[config.mk]
export PLATFORM = sky130hd
export DESIGN_NAME = table_driven_token_scanner
export DESIGN_NICKNAME = d
export VERILOG_FILES = /design/src/tdts_pkg.sv /design/src/tdts_front.sv /design/src/tdts_queue.sv /design/src/tdts_back.sv /design/src/table_driven_token_scanner.sv
export SDC_FILE = /design/constraint.sdc
export NUM_CORES = 1
export LEC_CHECK = 0
export ABC_AREA = 0
export BUFFER_PORTS_ARGS = -buffer_cell sky130_fd_sc_hd__buf_2
export CAP_MARGIN = 15
export CORE_MARGIN = 10
export CORE_UTILIZATION = 60
export DETAILED_ROUTE_END_ITERATION = 12
export PLACE_DENSITY = 0.81
export SLEW_MARGIN = 20
export SYNTH_ARGS = -nofsm -noshare
export SYNTH_HDL_FRONTEND = slang
export SYNTH_HIERARCHICAL = 1
export SYNTH_SLANG_ARGS = --single-unit
[constraint.sdc]
create_clock -name aclk -period 5.87 [get_ports aclk]
set_input_delay 0.2935 -clock aclk [delete_from_list [all_inputs] [get_ports aclk]]
set_output_delay 0.2935 -clock aclk [all_outputs]
set_load 0.01 [all_outputs]
[src/tdts_pkg.sv]
// tdts_pkg: shared types and constants for the table driven token scanner
// token codes, error codes, keyword tables and the queue record
// no dependencies
package tdts_pkg;

    localparam int WORD_LEN_W       = 5;
    localparam int DEF_MAX_WORD_LEN = 20;
    localparam int DEF_QUEUE_DEPTH  = 4;
    localparam int LINE_W           = 16;
    localparam int KIND_W           = 4;
    localparam int ERR_W            = 3;
    localparam int NUM_KW           = 4;

    typedef enum logic [KIND_W-1:0] {
        TK_INICIO   = 4'd0,
        TK_FIN      = 4'd1,
        TK_LEER     = 4'd2,
        TK_ESCRIBIR = 4'd3,
        TK_ID       = 4'd4,
        TK_CONST    = 4'd5,
        TK_LPAREN   = 4'd6,
        TK_RPAREN   = 4'd7,
        TK_SEMI     = 4'd8,
        TK_COMMA    = 4'd9,
        TK_ASSIGN   = 4'd10,
        TK_PLUS     = 4'd11,
        TK_MINUS    = 4'd12,
        TK_EOF      = 4'd13,
        TK_ERROR    = 4'd14
    } token_kind_t;

    typedef enum logic [ERR_W-1:0] {
        ERR_NONE        = 3'd0,
        ERR_DIGIT_ALPHA = 3'd1,
        ERR_LONE_EQUAL  = 3'd2,
        ERR_BAD_COLON   = 3'd3,
        ERR_UNKNOWN     = 3'd4
    } error_kind_t;

    // keyword spelling, one row per keyword, padded with nul
    localparam logic [7:0] KW_CHARS [NUM_KW][8] = '{
        '{"i", "n", "i", "c", "i", "o", 8'h00, 8'h00},
        '{"f", "i", "n", 8'h00, 8'h00, 8'h00, 8'h00, 8'h00},
        '{"l", "e", "e", "r", 8'h00, 8'h00, 8'h00, 8'h00},
        '{"e", "s", "c", "r", "i", "b", "i", "r"}
    };
    localparam logic [WORD_LEN_W-1:0] KW_LEN [NUM_KW] = '{5'd6, 5'd3, 5'd4, 5'd8};

    // one queue entry: the tokens one input word produced
    typedef struct packed {
        logic                two;
        token_kind_t         kind0;
        error_kind_t         err0;
        token_kind_t         kind1;
        error_kind_t         err1;
        logic [LINE_W-1:0]   line;
    } tok_rec_t;

endpackage

[src/tdts_front.sv]
// tdts_front: byte classifier and scanner automaton
// produces one queue record per input word that yields tokens
// depends on tdts_pkg
module tdts_front import tdts_pkg::*; #(
    parameter int MAX_WORD_LEN = DEF_MAX_WORD_LEN
) (
    input  logic              clk,
    input  logic              rst_n,
    input  logic              in_valid,
    input  logic              in_ready,
    input  logic [7:0]        char_code,
    input  logic              end_of_input,
    output logic              push,
    output tok_rec_t          push_data
);

    typedef enum logic [1:0] {
        ST_START, ST_IDENT, ST_CONST, ST_COLON
    } scan_state_t;

    typedef enum logic [3:0] {
        CL_LETTER, CL_DIGIT, CL_SPACE, CL_END, CL_OTHER, CL_PLUS, CL_MINUS,
        CL_LPAREN, CL_RPAREN, CL_COMMA, CL_SEMI, CL_COLON, CL_EQUAL
    } char_class_t;

    typedef struct packed {
        logic        has;
        token_kind_t kind;
        error_kind_t err;
        scan_state_t state;
        logic        skip;
    } step_t;

    scan_state_t             state_reg, state_next;
    logic                    skip_reg, skip_next;
    logic [LINE_W-1:0]       line_reg, line_next;
    logic [WORD_LEN_W-1:0]   len_reg, len_next;
    logic [NUM_KW-1:0]       kw_reg, kw_next;

    char_class_t  cl;
    scan_state_t  st_eff;
    step_t        s1, s2;
    logic         again;
    logic         fire;

    function automatic char_class_t classify(input logic [7:0] c);
        char_class_t r;
        if ((c >= "A" && c <= "Z") || (c >= "a" && c <= "z")) r = CL_LETTER;
        else if (c >= "0" && c <= "9") r = CL_DIGIT;
        else if (c == " " || (c >= 8'd9 && c <= 8'd13)) r = CL_SPACE;
        else begin
            unique case (c)
                "+":     r = CL_PLUS;
                "-":     r = CL_MINUS;
                "(":     r = CL_LPAREN;
                ")":     r = CL_RPAREN;
                ",":     r = CL_COMMA;
                ";":     r = CL_SEMI;
                ":":     r = CL_COLON;
                "=":     r = CL_EQUAL;
                default: r = CL_OTHER;
            endcase
        end
        return r;
    endfunction

    // drop each keyword whose letter at position p differs
    function automatic logic [NUM_KW-1:0] add_kw(input logic [WORD_LEN_W-1:0] p,
                                                 input logic [7:0] c,
                                                 input logic [NUM_KW-1:0] kw);
        logic [NUM_KW-1:0] r;
        r = kw;
        for (int k = 0; k < NUM_KW; k++) begin
            if (!(p < KW_LEN[k] && KW_CHARS[k][p[2:0]] == c)) r[k] = 1'b0;
        end
        return r;
    endfunction

    function automatic token_kind_t word_token(input logic [WORD_LEN_W-1:0] len,
                                               input logic [NUM_KW-1:0] kw);
        token_kind_t r;
        r = TK_ID;
        for (int k = NUM_KW - 1; k >= 0; k--) begin
            if (kw[k] && len == KW_LEN[k]) r = token_kind_t'(k[KIND_W-1:0]);
        end
        return r;
    endfunction

    function automatic step_t mk(input logic has, input token_kind_t kind,
                                 input error_kind_t err, input scan_state_t st,
                                 input logic skip);
        step_t r;
        r.has = has; r.kind = kind; r.err = err; r.state = st; r.skip = skip;
        return r;
    endfunction

    // one pass from the start state
    function automatic step_t start_step(input char_class_t c);
        step_t r;
        unique case (c)
            CL_LETTER: r = mk(1'b0, TK_ID, ERR_NONE, ST_IDENT, 1'b0);
            CL_DIGIT:  r = mk(1'b0, TK_CONST, ERR_NONE, ST_CONST, 1'b0);
            CL_SPACE:  r = mk(1'b0, TK_ID, ERR_NONE, ST_START, 1'b0);
            CL_END:    r = mk(1'b1, TK_EOF, ERR_NONE, ST_START, 1'b0);
            CL_PLUS:   r = mk(1'b1, TK_PLUS, ERR_NONE, ST_START, 1'b0);
            CL_MINUS:  r = mk(1'b1, TK_MINUS, ERR_NONE, ST_START, 1'b0);
            CL_LPAREN: r = mk(1'b1, TK_LPAREN, ERR_NONE, ST_START, 1'b0);
            CL_RPAREN: r = mk(1'b1, TK_RPAREN, ERR_NONE, ST_START, 1'b0);
            CL_COMMA:  r = mk(1'b1, TK_COMMA, ERR_NONE, ST_START, 1'b0);
            CL_SEMI:   r = mk(1'b1, TK_SEMI, ERR_NONE, ST_START, 1'b0);
            CL_COLON:  r = mk(1'b0, TK_ID, ERR_NONE, ST_COLON, 1'b0);
            CL_EQUAL:  r = mk(1'b1, TK_ERROR, ERR_LONE_EQUAL, ST_START, 1'b1);
            default:   r = mk(1'b1, TK_ERROR, ERR_UNKNOWN, ST_START, 1'b1);
        endcase
        return r;
    endfunction

    assign fire = in_valid && in_ready;

    always_comb begin
        cl = (end_of_input || char_code == 8'd0) ? CL_END : classify(char_code);
        line_next = line_reg;
        if (cl != CL_END && char_code == 8'd10 && line_reg != {LINE_W{1'b1}})
            line_next = line_reg + 1'b1;

        st_eff     = skip_reg ? ST_START : state_reg;
        state_next = state_reg;
        skip_next  = skip_reg;
        len_next   = len_reg;
        kw_next    = kw_reg;
        again      = 1'b0;
        s1         = mk(1'b0, TK_ID, ERR_NONE, state_reg, skip_reg);
        s2         = start_step(cl);

        if (!(skip_reg && (cl == CL_LETTER || cl == CL_DIGIT))) begin
            unique case (st_eff)
                ST_IDENT: begin
                    if (cl == CL_LETTER || cl == CL_DIGIT)
                        s1 = mk(1'b0, TK_ID, ERR_NONE, ST_IDENT, 1'b0);
                    else if (cl == CL_OTHER)
                        s1 = mk(1'b1, TK_ERROR, ERR_UNKNOWN, ST_START, 1'b1);
                    else begin
                        s1 = mk(1'b1, word_token(len_reg, kw_reg), ERR_NONE,
                                ST_START, 1'b0);
                        again = 1'b1;
                    end
                end
                ST_CONST: begin
                    if (cl == CL_DIGIT)
                        s1 = mk(1'b0, TK_CONST, ERR_NONE, ST_CONST, 1'b0);
                    else if (cl == CL_LETTER)
                        s1 = mk(1'b1, TK_ERROR, ERR_DIGIT_ALPHA, ST_START, 1'b1);
                    else if (cl == CL_OTHER)
                        s1 = mk(1'b1, TK_ERROR, ERR_UNKNOWN, ST_START, 1'b1);
                    else begin
                        s1 = mk(1'b1, TK_CONST, ERR_NONE, ST_START, 1'b0);
                        again = 1'b1;
                    end
                end
                ST_COLON: begin
                    if (cl == CL_EQUAL)
                        s1 = mk(1'b1, TK_ASSIGN, ERR_NONE, ST_START, 1'b0);
                    else if (cl == CL_OTHER)
                        s1 = mk(1'b1, TK_ERROR, ERR_UNKNOWN, ST_START, 1'b1);
                    else begin
                        s1 = mk(1'b1, TK_ERROR, ERR_BAD_COLON, ST_START, 1'b1);
                        again = (cl == CL_END);
                    end
                end
                default: s1 = s2;
            endcase

            // identifier bookkeeping
            if (st_eff == ST_IDENT && (cl == CL_LETTER || cl == CL_DIGIT)) begin
                kw_next  = add_kw(len_reg, char_code, kw_reg);
                len_next = (len_reg < WORD_LEN_W'(MAX_WORD_LEN)) ? len_reg + 1'b1 : len_reg;
            end else if (st_eff == ST_START && cl == CL_LETTER) begin
                kw_next  = add_kw('0, char_code, {NUM_KW{1'b1}});
                len_next = WORD_LEN_W'(1);
            end

            state_next = s1.state;
            skip_next  = s1.skip;
            // re-read of the terminating byte from the start state
            if (again) begin
                state_next = s2.state;
                skip_next  = s1.skip | s2.skip;
            end
        end

        push_data.two   = again && s2.has;
        push_data.kind0 = s1.kind;
        push_data.err0  = s1.err;
        push_data.kind1 = s2.kind;
        push_data.err1  = s2.err;
        push_data.line  = line_next;
        push = fire && s1.has;
    end

    always_ff @(posedge clk) begin
        if (!rst_n) begin
            state_reg <= ST_START;
            skip_reg  <= 1'b0;
            line_reg  <= LINE_W'(1);
            len_reg   <= '0;
            kw_reg    <= {NUM_KW{1'b1}};
        end else if (fire) begin
            state_reg <= state_next;
            skip_reg  <= skip_next;
            line_reg  <= line_next;
            len_reg   <= len_next;
            kw_reg    <= kw_next;
        end
    end

endmodule

[src/tdts_queue.sv]
// tdts_queue: short record queue between scanner front and token back end
// register array with read and write pointers
// depends on tdts_pkg
module tdts_queue import tdts_pkg::*; #(
    parameter int QUEUE_DEPTH = DEF_QUEUE_DEPTH
) (
    input  logic      clk,
    input  logic      rst_n,
    input  logic      push,
    input  tok_rec_t  push_data,
    input  logic      pop,
    output tok_rec_t  pop_data,
    output logic      empty,
    output logic      full
);

    localparam int PTR_W = (QUEUE_DEPTH > 1) ? $clog2(QUEUE_DEPTH) : 1;
    localparam int CNT_W = $clog2(QUEUE_DEPTH + 1);

    tok_rec_t              mem [QUEUE_DEPTH];
    logic [PTR_W-1:0]      wr_ptr_reg, wr_ptr_next;
    logic [PTR_W-1:0]      rd_ptr_reg, rd_ptr_next;
    logic [CNT_W-1:0]      cnt_reg, cnt_next;

    function automatic logic [PTR_W-1:0] inc(input logic [PTR_W-1:0] p);
        return (p == PTR_W'(QUEUE_DEPTH - 1)) ? '0 : p + 1'b1;
    endfunction

    assign empty    = (cnt_reg == '0);
    assign full     = (cnt_reg == CNT_W'(QUEUE_DEPTH));
    assign pop_data = mem[rd_ptr_reg];

    always_comb begin
        wr_ptr_next = (push && !full) ? inc(wr_ptr_reg) : wr_ptr_reg;
        rd_ptr_next = (pop && !empty) ? inc(rd_ptr_reg) : rd_ptr_reg;
        cnt_next    = cnt_reg + CNT_W'(push && !full) - CNT_W'(pop && !empty);
    end

    always_ff @(posedge clk) begin
        if (push && !full) mem[wr_ptr_reg] <= push_data;
    end

    always_ff @(posedge clk) begin
        if (!rst_n) begin
            wr_ptr_reg <= '0;
            rd_ptr_reg <= '0;
            cnt_reg    <= '0;
        end else begin
            wr_ptr_reg <= wr_ptr_next;
            rd_ptr_reg <= rd_ptr_next;
            cnt_reg    <= cnt_next;
        end
    end

endmodule

[src/tdts_back.sv]
// tdts_back: splits queue records into single tokens on the output register
// holds the second token of a two-token record until the first is taken
// depends on tdts_pkg
module tdts_back import tdts_pkg::*; (
    input  logic               clk,
    input  logic               rst_n,
    input  logic               q_empty,
    input  tok_rec_t           q_data,
    output logic               q_pop,
    output logic               out_valid,
    input  logic               out_ready,
    output token_kind_t        out_kind,
    output error_kind_t        out_err,
    output logic [LINE_W-1:0]  out_line,
    output logic               out_last
);

    logic               valid_reg;
    token_kind_t        kind_reg;
    error_kind_t        err_reg;
    logic [LINE_W-1:0]  line_reg;
    logic               last_reg;
    logic               pend_reg;
    token_kind_t        pend_kind_reg;
    error_kind_t        pend_err_reg;
    logic               out_free;

    assign out_free  = !valid_reg || out_ready;
    assign q_pop     = out_free && !pend_reg && !q_empty;
    assign out_valid = valid_reg;
    assign out_kind  = kind_reg;
    assign out_err   = err_reg;
    assign out_line  = line_reg;
    assign out_last  = last_reg;

    always_ff @(posedge clk) begin
        if (!rst_n) begin
            valid_reg <= 1'b0;
            pend_reg  <= 1'b0;
        end else if (out_free) begin
            if (pend_reg) begin
                valid_reg <= 1'b1;
                kind_reg  <= pend_kind_reg;
                err_reg   <= pend_err_reg;
                last_reg  <= 1'b1;
                pend_reg  <= 1'b0;
            end else if (!q_empty) begin
                valid_reg     <= 1'b1;
                kind_reg      <= q_data.kind0;
                err_reg       <= q_data.err0;
                line_reg      <= q_data.line;
                last_reg      <= !q_data.two;
                pend_reg      <= q_data.two;
                pend_kind_reg <= q_data.kind1;
                pend_err_reg  <= q_data.err1;
            end else begin
                valid_reg <= 1'b0;
            end
        end
    end

endmodule

[src/table_driven_token_scanner.sv]
// table_driven_token_scanner: top level of the byte stream token scanner
// ties the scanner front, the record queue and the token back end together
// depends on tdts_pkg, tdts_front, tdts_queue, tdts_back
//
// the scanner takes one byte per word on the s_ side and gives tokens of the
// small language (keywords inicio fin leer escribir, identifiers, decimal
// constants, + - ( ) , ; :=, eof and error) on the m_ side. a byte or an
// end mark is taken every cycle while the record queue has room; the front
// automaton steps once per cycle, so bytes enter at one per cycle. a byte
// that yields no token costs nothing downstream, and a byte that closes a
// word and is itself a token yields two tokens at the output; the output
// register emits one token per cycle while m_tready is high, which sets the
// sustained rate when tokens come denser than bytes. the first token of
// an accepted byte goes into the record queue, then the output register.
// m_tlast marks the last token caused by one input word, and all tokens
// carry the line count including that word's newline.
module table_driven_token_scanner import tdts_pkg::*; #(
    parameter int MAX_WORD_LEN = DEF_MAX_WORD_LEN,
    parameter int QUEUE_DEPTH  = DEF_QUEUE_DEPTH
) (
    input  logic         aclk,
    input  logic         aresetn,
    // input words
    input  logic         s_tvalid,
    output logic         s_tready,
    input  logic [7:0]   s_tdata,   // [7:0] char_code
    input  logic         s_tuser,   // [0] end_of_input
    // token words
    output logic         m_tvalid,
    input  logic         m_tready,
    output logic [23:0]  m_tdata,   // [3:0] token_kind, [6:4] error_kind,
                                    // [22:7] line_number, [23] zero
    output logic         m_tlast    // last_of_run
);

    logic               q_push, q_pop, q_empty, q_full;
    tok_rec_t           q_wdata, q_rdata;
    token_kind_t        out_kind;
    error_kind_t        out_err;
    logic [LINE_W-1:0]  out_line;

    // the front may step only when a record can be stored
    assign s_tready = !q_full;

    tdts_front #(
        .MAX_WORD_LEN(MAX_WORD_LEN)
    ) u_front (
        .clk          (aclk),
        .rst_n        (aresetn),
        .in_valid     (s_tvalid),
        .in_ready     (s_tready),
        .char_code    (s_tdata),
        .end_of_input (s_tuser),
        .push         (q_push),
        .push_data    (q_wdata)
    );

    tdts_queue #(
        .QUEUE_DEPTH(QUEUE_DEPTH)
    ) u_queue (
        .clk       (aclk),
        .rst_n     (aresetn),
        .push      (q_push),
        .push_data (q_wdata),
        .pop       (q_pop),
        .pop_data  (q_rdata),
        .empty     (q_empty),
        .full      (q_full)
    );

    tdts_back u_back (
        .clk       (aclk),
        .rst_n     (aresetn),
        .q_empty   (q_empty),
        .q_data    (q_rdata),
        .q_pop     (q_pop),
        .out_valid (m_tvalid),
        .out_ready (m_tready),
        .out_kind  (out_kind),
        .out_err   (out_err),
        .out_line  (out_line),
        .out_last  (m_tlast)
    );

    // pack token fields, lowest field first, padded to whole bytes
    assign m_tdata = {1'b0, out_line, out_err, out_kind};

endmodule

==> summary.txt, run 1 <==
outcome = complete, no violations
Root Buffer = clkbuf_16
Finish-stage setup viols = 0
max cap viols = 0
vias = 5908
largest net degree at the start of global routing = 55
CP max stage delay = 0.51 ns
CTS tree = yes
post-route ant nets = 0
fmax = 232 MHz
wire length per cell = 21.4 um
Primary FF master, synth = edfxtp_1
row count = 45
Die Height = 144 um
Max VDD drop = 0.238 mV
worst setup path category = in2reg
Design Area, Final = 0.0102 sq mm
die span in x = 144 um
final WL = 19800 um
drt via density = 6.40
Die ar. = 0.0208 sq mm
P_leak = 3.41 nW
#FFs+latches synth = 194
postcts setup bufs = 0
hold-fix buffer count after cts = 0
CTS Sinks = 194
Worst Setup End Kind = flip-flop
HP Class = in2reg
Cell Area, Synth = 0.00927 sq mm
vias in the first global route = 5661
Max Slew Vio Count = 0
average cell area after synthesis = 13.2 sq um
global placer's final weighted congestion = 0.908
Synth warnings = 6
skew final = 0.0126 ns
setup_tns = 0 ns
sequential share of the synthesized area = 58.7%
Skew-Pair Late Insertion Delay = 0.43 ns
final critical-path required period = 4.31 ns
Worst-path clk slew = 0.07 ns
post-DP HPWL = 12900 um
Initial Utilization = 61.2%
Crit path max-delay family = compound AO/OA/AOI/OAI gates
# IOs = 40
initial antenna violation count = 0
Synth-to-Final Area Change = 9.55%
largest fanout on the critical path = 24
core area = 0.0151 sq mm
Worst Path Required = 6.19 ns
Syn Nets = 734
EDFF count, synth = 155
share of layout cells above drive strength 1 = 18.6%
NumNets Final = 756
pwr dens = 353 mW/mm^2
Worst setup SP type = input port
max reg flops = 124
TritonCTS buffer count = 17
synthesized instance count = 700
Slew headroom = 37.3%
H-tree depth = 4
ys async rst share = 0%
RSZ-0062 raised after global routing = no
# DRC = 0
antenna fix cells = 0
total track usage = 19.6%
Port-buffer cells = 38
initial DRC count = 651
synth unique cells = 82
Longest Clk Path Bufs = 2
Critical Path AT = 4.64 ns
CP Buf/Inv Count = 3
worst slew pin tran = 0.940 ns
total grt overflow = 0
Crit-path slowest cell = a221oi_1
Final period util = 73.5%
cts repair resizes = 0
placed instance area = 0.00955 sq mm
Final Hold Viols = 0
Pre-antenna DRT Iters = 5
first-pass GRT wire length = 31400 um
worst-path cell chain = buf_2 -> and2_1 -> o21ai_0 -> o2bb2ai_1 -> a221oi_1 -> inv_1 -> ha_1 -> nor2_1 -> o21ai_0 -> a21oi_1 -> a211oi_1 -> a211oi_1 -> nor2b_1 -> ha_1 -> inv_1 -> fa_1 -> xnor2_1 -> xnor2_1 -> and2_1
[tightest hold or removal path: stages]
cell	delay, ns
buf_2	0.08
nand4b_1	0.11
o41ai_2	0.07
[final cells by class]
type	count	area [sq um]
clock buffer	17	425
clock inverter	15	171
fill	1038	4990
inverter	22	82.6
multi-input combinational	441	3550
sequential	194	5440
tap	188	235
timing repair buffer	46	250
[per-layer routing]
layer  global-route usage [%]  wire length (um)
met5                        0                 0
met1                     26.8              8430
met2                     31.3              9790
met4                     6.54               302
met3                     3.54              1270
[layout by cell type, fill, tap and decap left out, drive strengths merged, types with 12 or more instances in the layout]
cell type / synthesis / routed
a21oi: 13 / 13
and2: 12 / 12
and3: 17 / 17
buf: 20 / 46
clkbuf: 23 / 17
dfxtp: 39 / 39
edfxtp: 155 / 155
ha: 20 / 20
inv: 22 / 29
mux4: 31 / 31
nand2: 55 / 55
nand2b: 17 / 17
nand3: 26 / 26
nor2: 33 / 33
o21ai: 29 / 29
xnor2: 21 / 21
xor2: 14 / 14
[power by group]
part           switching, mW  internal [mW]
clock network          0.531          0.607
registers             0.0726           1.68
logic                  0.391          0.306
total                  0.995           2.59
[through the flow]
stage / instances / utilization [%] / worst slack (ns) / total power, mW / hold WS (ns)
after detailed placement: 891 / 63.0 / 1.12 / 2.48 / 0.499
after global routing: 923 / 67.0 / 1.12 / 3.74 / 0.176
after floorplan: 700 / - / 1.87 / 2.28 / 0.421
after global placement: 891 / 63.0 / 1.33 / 2.44 / 0.473
final: 923 / 67.0 / 1.56 / 3.59 / 0.167
after CTS: 923 / 67.0 / 1.59 / 3.62 / 0.155
[logic make-up after synthesis]
group	after synthesis	synth area share, %
xor gates and xnor gates	35	3.31
buffers and inverters	65	3.19
and+or+nand+nor	221	13.1
muxes	50	9.74
DFF	194	58.7
adders and majority gates	21	2.92
other	2	0.0810
AOI/OAI and AO/OA	112	8.99
[worst paths after layout]
check	start	to	slack (ns)	cells past startpoint
max	s_tdata[0]	u_queue/cnt_reg[2]$_SDFF_PN0_	1.56	19
min	m_tready	u_back/pend_reg$_SDFFE_PN0P_	0.17	3
max reg2reg	u_queue/cnt_reg[1]$_SDFF_PN0_	u_queue/cnt_reg[2]$_SDFF_PN0_	2.60	12
min reg2reg	u_front/line_reg[1]$_SDFFE_PN0P_	u_front/line_reg[1]$_SDFFE_PN0P_	0.51	2
[cell usage after synthesis, types with 12 or more instances]
cell type / count / area, sq um
edfxtp_1: 155 / 4650
nand2_1: 55 / 206
dfxtp_1: 39 / 781
nor2_1: 32 / 120
mux4_2: 30 / 676
nand3_1: 25 / 125
clkbuf_1: 23 / 86.3
inv_1: 22 / 82.6
o21ai_0: 22 / 110
xnor2_1: 21 / 184
ha_1: 20 / 250
and3_1: 17 / 106
nand2b_1: 17 / 106
xor2_1: 14 / 123
a21oi_1: 13 / 65.1
and2_1: 12 / 75.1
(Power assumes the default switching activity.)
==> run 2: changes to the inputs <==
- ABC_AREA: 0 -> 1
- clock period: 5.87 -> 4.11 ns (I/O delays scaled with it)
==> run 2 against run 1 <==
Sequential power rose by 62%. Core utilization down 0.25 points. Via count increased by 17%. Critical path depth increased by 4.
==> summary.txt, run 2 <==
P_leak = 4.08 nW (+20%)
clock share of power = 25.7% (-6.0 points)
Synth area leader = edfxtp_1
fmax = 284 MHz
Worst-path clk slew = 0.07 ns (about the same)
Hold Path Sink = u_back/pend_reg$_SDFFE_PN0P_
Root Buffer = clkbuf_16
H-tree depth = 4 (unchanged)
ys async rst share = 0% (unchanged)
logic gate share of total power = 26.8% (+7.4 points)
hold_ws = 0.0337 ns (-0.133 ns)
r2r worst-path depth = 19 (+7)
CTS tree = yes
final critical-path required period = 3.52 ns
Design Area, Final = 0.0102 sq mm (unchanged)
Finish-stage setup viols = 0 (unchanged)
Skew-Pair Late Insertion Delay = 0.43 ns (about the same)
average cell area after synthesis = 9.56 sq um (-28%)
antenna fix cells = 0 (unchanged)
wire length per cell = 16.8 um (-22%)
# DRC = 0 (unchanged)
area of the multi-input gates = 0.00322 sq mm (-9.4%)
Flop pwr share = 47.5% (-1.3 points)
Worst Setup End Kind = flip-flop
vias in the first global route = 6391 (+13%)
CTS Sinks = 194 (unchanged)
commonest cells in the synthesized netlist = nand2_1, edfxtp_1, nor2_1, inv_1, o21ai_0
synthesized instance count = 974 (+39%)
initial DRC count = 648 (-0.46%)
# IOs = 40 (unchanged)
DRT met1 WL = 8840 um (+4.8%)
final WL = 20300 um (+2.4%)
Fillers = 1189 (+15%)
TritonCTS buffer count = 17 (unchanged)
Die ar. = 0.0209 sq mm (+0.42%)
Final Hold Viols = 0 (unchanged)
core area = 0.0152 sq mm (+0.37%)
met3 wire len = 1160 um (-8.5%)
Synth area leaders = edfxtp_1, dfxtp_1, nand2_1
Longest Clk Path Bufs = 2 (unchanged)
NumNets Final = 1039 (+37%)
total track usage = 19.8% (+0.21 points)
worst reg2reg endpoint = u_queue/cnt_reg[2]$_SDFF_PN0_
die span in x = 145 um (+0.21%)
vias = 6928 (+17%)
total grt overflow = 0 (unchanged)
Initial Utilization = 61.3% (+0.070 points)
largest net degree at the start of global routing = 63 (+15%)
Synth warnings = 6 (unchanged)
Reg2Reg Setup Slack = 1.02 ns (-1.58 ns)
worst slew pin tran = 0.927 ns (-0.0134 ns)
post-route ant nets = 0 (unchanged)
Port-buffer cells = 38 (unchanged)
#FFs+latches synth = 194 (unchanged)
worst flop-to-flop path startpoint = u_queue/cnt_reg[1]$_SDFF_PN0_
net switching power figure = 2.05 mW (+110%)
synth unique cells = 46 (-44%)
EDFF count, synth = 155 (unchanged)
Hold Crit Start = m_tready
post-DP HPWL = 13500 um (+4.2%)
Max Slew Vio Count = 0 (unchanged)
routed length on met2 = 9670 um (-1.2%)
largest fanout on the critical path = 10 (-58%)
pwr dens = 588 mW/mm^2 (+66%)
Reg area = 0.00544 sq mm (unchanged)
skew final = 0.00580 ns (-0.00681 ns)
global placer's final weighted congestion = 0.967 (+6.5%)
first-pass GRT wire length = 32200 um (+2.5%)
share of layout cells above drive strength 1 = 11.0% (-7.6 points)
max reg flops = 124 (unchanged)
placed instance area = 0.00959 sq mm (+0.38%)
sequential share of the synthesized area = 58.4% (-0.28 points)
Yosys top cell area share = 50.0% (-0.24 points)
max cap viols = 0 (unchanged)
initial antenna violation count = 0 (unchanged)
uppermost layer routed = met4
Slew headroom = 37.6% (+0.24 points)
Cell Area, Synth = 0.00931 sq mm (+0.49%)
Net Sw Frac = 34.4% (+6.7 points)
Worst setup SP type = input port
Syn Nets = 1008 (+37%)
Primary FF master, synth = edfxtp_1
leading cell types in the layout, fill and taps excluded = nand2_1, edfxtp_1, nor2_1
Pre-antenna DRT Iters = 5 (unchanged)
Die Height = 145 um (+0.21%)
cell count of the worst hold path = 4 (+1)
Synth-to-Final Area Change = 9.02%
outcome = complete, no violations
row count = 45 (unchanged)
Cell Int Power = 3.92 mW (+51%)
Final period util = 85.6%
most common cell after layout, fill and taps aside = nand2_1
leading cell type by number of instances after synthesis = nand2_1
Worst Path Required = 4.44 ns (-1.75 ns)
drt via density = 5.74 (-10%)
worst setup path category = in2reg
HP Class = in2reg
Critical Path AT = 3.85 ns (-0.79 ns)
RSZ-0062 raised after global routing = no
Max VDD drop = 0.361 mV (+51%)
-- run 2: cell types whose count changed after synthesis, moves of 12 or more --
cell      before  now
o21ai_1        5   44
o21ai_0       22   66
and3_1        17    0
mux4_2        30    0
nor2_1        32  147
nand2_1       55  169
xnor2_1       21    1
inv_1         22   95
and2_1        12    0
clkbuf_1      23    8
nand2b_1      17    0
a21oi_1       13   34
o22ai_1        3   31
-- run 2: worst max-delay path by stage --
stage	start	to
after floorplan	s_tdata[1]	u_queue/mem[0][0]$_DFFE_PP_
after global placement	s_tdata[1]	u_queue/cnt_reg[2]$_SDFF_PN0_
after detailed placement	s_tdata[1]	u_queue/cnt_reg[2]$_SDFF_PN0_
after CTS	s_tdata[1]	u_queue/cnt_reg[2]$_SDFF_PN0_
after global routing	s_tdata[1]	u_queue/cnt_reg[2]$_SDFF_PN0_
final	s_tdata[1]	u_queue/cnt_reg[2]$_SDFF_PN0_
-- run 2: repair_timing --
action / in CTS / in global routing
gates resized for setup: 0 / 1
endpoints found under the hold margin: 0 / 0
setup endpoints to repair: 0 / 1
setup buffers: 0 / 0
hold buffers: 0 / 0
-- run 2: layout make-up --
cell class	instances	share of cell area [%]
Clock inverter	14	1.28
Multi-Input combinational cell	635	31.7
Sequential cell	194	53.6
Inverter	107	4.06
Tap cell	188	2.32
Clock buffer	18	4.23
Timing Repair Buffer	50	2.88
-- run 2: cell families after synthesis --
group / after synthesis / share of synthesized area [%]
mux: 1 / 0.108
fa+ha+maj: 21 / 2.90
flops: 194 / 58.4
buf+inv: 145 / 7.30
compound gates: 193 / 11.4
simple gates: 393 / 17.5
other cells: 2 / 0.0807
xor+xnor: 25 / 2.35
-- run 2: worst max-delay path, cell delays in order --
cell	delay [ns]
buf_2	0.19
inv_1	0.12
nand2_1	0.14
nor2_1	0.06
nand2_1	0.09
nand2_1	0.07
nor4_2	0.43
inv_1	0.13
ha_1	0.34
o211ai_2	0.27
nand2_4	0.12
inv_4	0.12
o21ai_0	0.08
a21oi_1	0.29
nand2_1	0.27
inv_1	0.13
ha_1	0.16
inv_1	0.05
fa_1	0.34
inv_1	0.08
nand2_1	0.05
nand2_1	0.06
nor2_1	0.04
-- run 2: stage by stage --
stage / utilization [%] / power [mW] / setup TNS, ns / setup WS (ns) / cells
final: 66.8 / 5.97 / 0 / 0.592 / 1206
after global routing: 66.8 / 6.32 / 0 / 0.186 / 1206
after CTS: 66.7 / 5.99 / 0 / 0.446 / 1206
after detailed placement: 63.1 / 4.47 / 0 / 0.0225 / 1174
after global placement: 63.1 / 4.41 / 0 / 0.224 / 1174
after floorplan: - / 4.05 / -35.41 / -0.286 / 974
-- run 2: power by group through the flow --
stage | registers (mW) | clock network, mW | logic [mW]
detailed placement | 2.88 | 0 | 1.59
global placement | 2.87 | 0 | 1.55
CTS | 2.84 | 1.55 | 1.60
global route | 2.87 | 1.64 | 1.80
finish | 2.84 | 1.54 | 1.60
floorplan | 2.83 | 0 | 1.22
-- run 2: metal layers --
| layer | vias to the layer above | GRT usage, % |
|---|---|---|
| li1 | 3372 | - |
| met1 | 3240 | 25.7 |
| met2 | 270 | 31.7 |
| met3 | 46 | 3.87 |
| met4 | 0 | 9.10 |
| met5 | - | 0 |
==> run 3: changes to the inputs <==
- ABC_AREA: 1 -> not set
==> run 3 against run 2 <==
Non-clock buffer count grew 3. Clock skew increased by 0.0025 ns. Core utilization up 0.84 points. Largest cell class unchanged. Largest power group unchanged. Highest routed layer unchanged.
==> summary.txt, run 3 (synthesized netlist as in run 1, its figures left out) <==
worst setup path category = in2reg
setup_tns = 0 ns (unchanged)
global placer's final weighted congestion = 0.922 (-4.6%)
final WL = 20400 um (+0.65%)
initial DRC count = 768 (+19%)
Worst Path Required = 4.43 ns (about the same)
Total Power = 5.16 mW (-14%)
CP Buf/Inv Count = 4 (-3)
postcts setup bufs = 0 (unchanged)
final critical-path required period = 3.60 ns (+0.0788 ns)
max cap viols = 0 (unchanged)
CP max stage delay = 0.56 ns (+0.13 ns)
Max Slew Vio Count = 0 (unchanged)
vias = 6038 (-13%)
most common cell after layout, fill and taps aside = edfxtp_1
TritonCTS buffer count = 17 (unchanged)
first-pass GRT wire length = 32200 um (unchanged)
Final period util = 87.5% (+1.9 points)
vias in the first global route = 5835 (-8.7%)
HP Class = in2reg
Pre-antenna DRT Iters = 6 (+1)
Die Height = 144 um (-0.21%)
max reg flops = 124 (unchanged)
leading cell types in the layout, fill and taps excluded = edfxtp_1, nand2_1, buf_2
Design Area, Final = 0.0102 sq mm (+0.89%)
fmax = 278 MHz (-2.2%)
Slew headroom = 37.0% (-0.51 points)
Root Buffer = clkbuf_16
Initial Utilization = 61.2% (-0.070 points)
share of layout cells above drive strength 1 = 19.4% (+8.4 points)
cts repair resizes = 0 (unchanged)
H-tree depth = 4 (unchanged)
Worst setup SP type = input port
Crit path max-delay family = compound AO/OA/AOI/OAI gates
total grt overflow = 0 (unchanged)
NumNets Final = 763 (-27%)
worst slew pin tran = 0.937 ns (+0.0103 ns)
final setup margin = 0.514 ns (-0.0788 ns)
Die ar. = 0.0208 sq mm (-0.41%)
Worst-path clk slew = 0.07 ns (about the same)
Max VDD drop = 0.297 mV (-18%)
Synth-to-Final Area Change = 10.5%
RSZ-0062 raised after global routing = no
# IOs = 40 (unchanged)
antenna fix cells = 0 (unchanged)
placed instance area = 0.00966 sq mm (+0.76%)
Crit-path slowest cell = a221oi_1
drt via density = 6.49 (+13%)
total track usage = 20.1% (+0.25 points)
Final Hold Viols = 0 (unchanged)
largest net degree at the start of global routing = 55 (-13%)
P_leak = 3.46 nW (-15%)
CTS Sinks = 194 (unchanged)
wire length per cell = 21.9 um (+31%)
Worst Setup End Kind = flip-flop
worst-path cell chain = buf_2 -> and2_1 -> o21ai_0 -> o2bb2ai_1 -> a221oi_1 -> inv_1 -> ha_1 -> buf_4 -> nand2b_1 -> a21oi_1 -> a211oi_1 -> a211oi_1 -> nor2b_1 -> ha_1 -> inv_1 -> fa_1 -> xnor2_1 -> xnor2_1 -> and2_1
hold-fix buffer count after cts = 0 (unchanged)
Longest Clk Path Bufs = 2 (unchanged)
fin util = 67.6% (+0.84 points)
Finish-stage setup viols = 0 (unchanged)
die span in x = 144 um (-0.21%)
post-DP HPWL = 13300 um (-1.4%)
skew final = 0.00828 ns (+0.00248 ns)
post-route ant nets = 0 (unchanged)
pwr dens = 503 mW/mm^2 (-14%)
# DRC = 0 (unchanged)
largest fanout on the critical path = 23 (+13)
core area = 0.0151 sq mm (-0.37%)
Port-buffer cells = 38 (unchanged)
pre-CTS WS = 0.0837 ns (+0.0612 ns)
initial antenna violation count = 0 (unchanged)
Critical Path AT = 3.92 ns (+0.07 ns)
outcome = complete, no violations
Skew-Pair Late Insertion Delay = 0.42 ns (about the same)
row count = 45 (unchanged)
CTS tree = yes
-- run 3: cell types whose count changed in the layout (fill, tap and decap cells not counted), moves of 10 or more --
| cell | previous run | this run |
|---|---|---|
| nand2_1 | 169 | 55 |
| nor2_1 | 142 | 32 |
| inv_1 | 95 | 22 |
| o21ai_0 | 66 | 22 |
| o21ai_1 | 44 | 5 |
| mux4_2 | 0 | 30 |
| o22ai_1 | 31 | 3 |
| a21oi_1 | 34 | 13 |
| xnor2_1 | 1 | 21 |
| and3_1 | 0 | 17 |
| nand2b_1 | 0 | 17 |
| and2_1 | 0 | 12 |
| mux2i_1 | 1 | 11 |
| xor2_1 | 24 | 14 |
-- run 3: metal layers --
metal	vias up	routed length, um	track usage (%)
met5	-	0	0
met4	0	313	5.90
met3	29	1110	3.35
met2	254	10400	33.8
met1	3038	8560	26.3
li1	2717	-	-
-- run 3: layout make-up --
class	count	area (sq um)
clock buffer	17	425
clock inverter	15	158
fill	997	4900
inverter	22	82.6
multi-input combinational	441	3550
sequential	194	5440
tap	188	235
timing repair buffer	53	353
-- run 3: report_power, final --
| group | leakage, nW | switching, mW | internal [mW] |
|---|---|---|---|
| sequential | 1.67 | 0.169 | 2.40 |
| clock | 0.290 | 0.719 | 0.904 |
| combinational | 1.51 | 0.508 | 0.456 |
| total | 3.46 | 1.40 | 3.76 |
-- run 3: final timing paths --
kind / startpoint / endpoint / slack, ns / cells after the start
setup reg to reg: u_queue/cnt_reg[1]$_SDFF_PN0_ / u_queue/cnt_reg[2]$_SDFF_PN0_ / 0.96 / 12
hold / removal: m_tready / u_back/pend_reg$_SDFFE_PN0P_ / 0.13 / 3
setup / recovery: s_tdata[1] / u_queue/cnt_reg[2]$_SDFF_PN0_ / 0.51 / 19
hold reg to reg: u_front/kw_reg[0]$_SDFFE_PN1P_ / u_front/kw_reg[0]$_SDFFE_PN1P_ / 0.50 / 2
-- run 3: metrics by stage --
stage | hold WS (ns) | cells
after floorplan | 0.333 | 700
after global placement | 0.474 | 898
after detailed placement | 0.493 | 898
after CTS | 0.117 | 930
after global routing | 0.135 | 930
final | 0.131 | 930
-- run 3: worst reg2reg max path: stages (launching register included) --
cell	delay (ns)
dfxtp_1	0.37
nor3_1	0.78
nor3_1	0.19
o31ai_1	0.23
inv_1	0.14
ha_1	0.33
inv_1	0.06
ha_1	0.13
inv_1	0.05
fa_1	0.37
xnor2_1	0.14
xnor2_1	0.12
and2_1	0.15
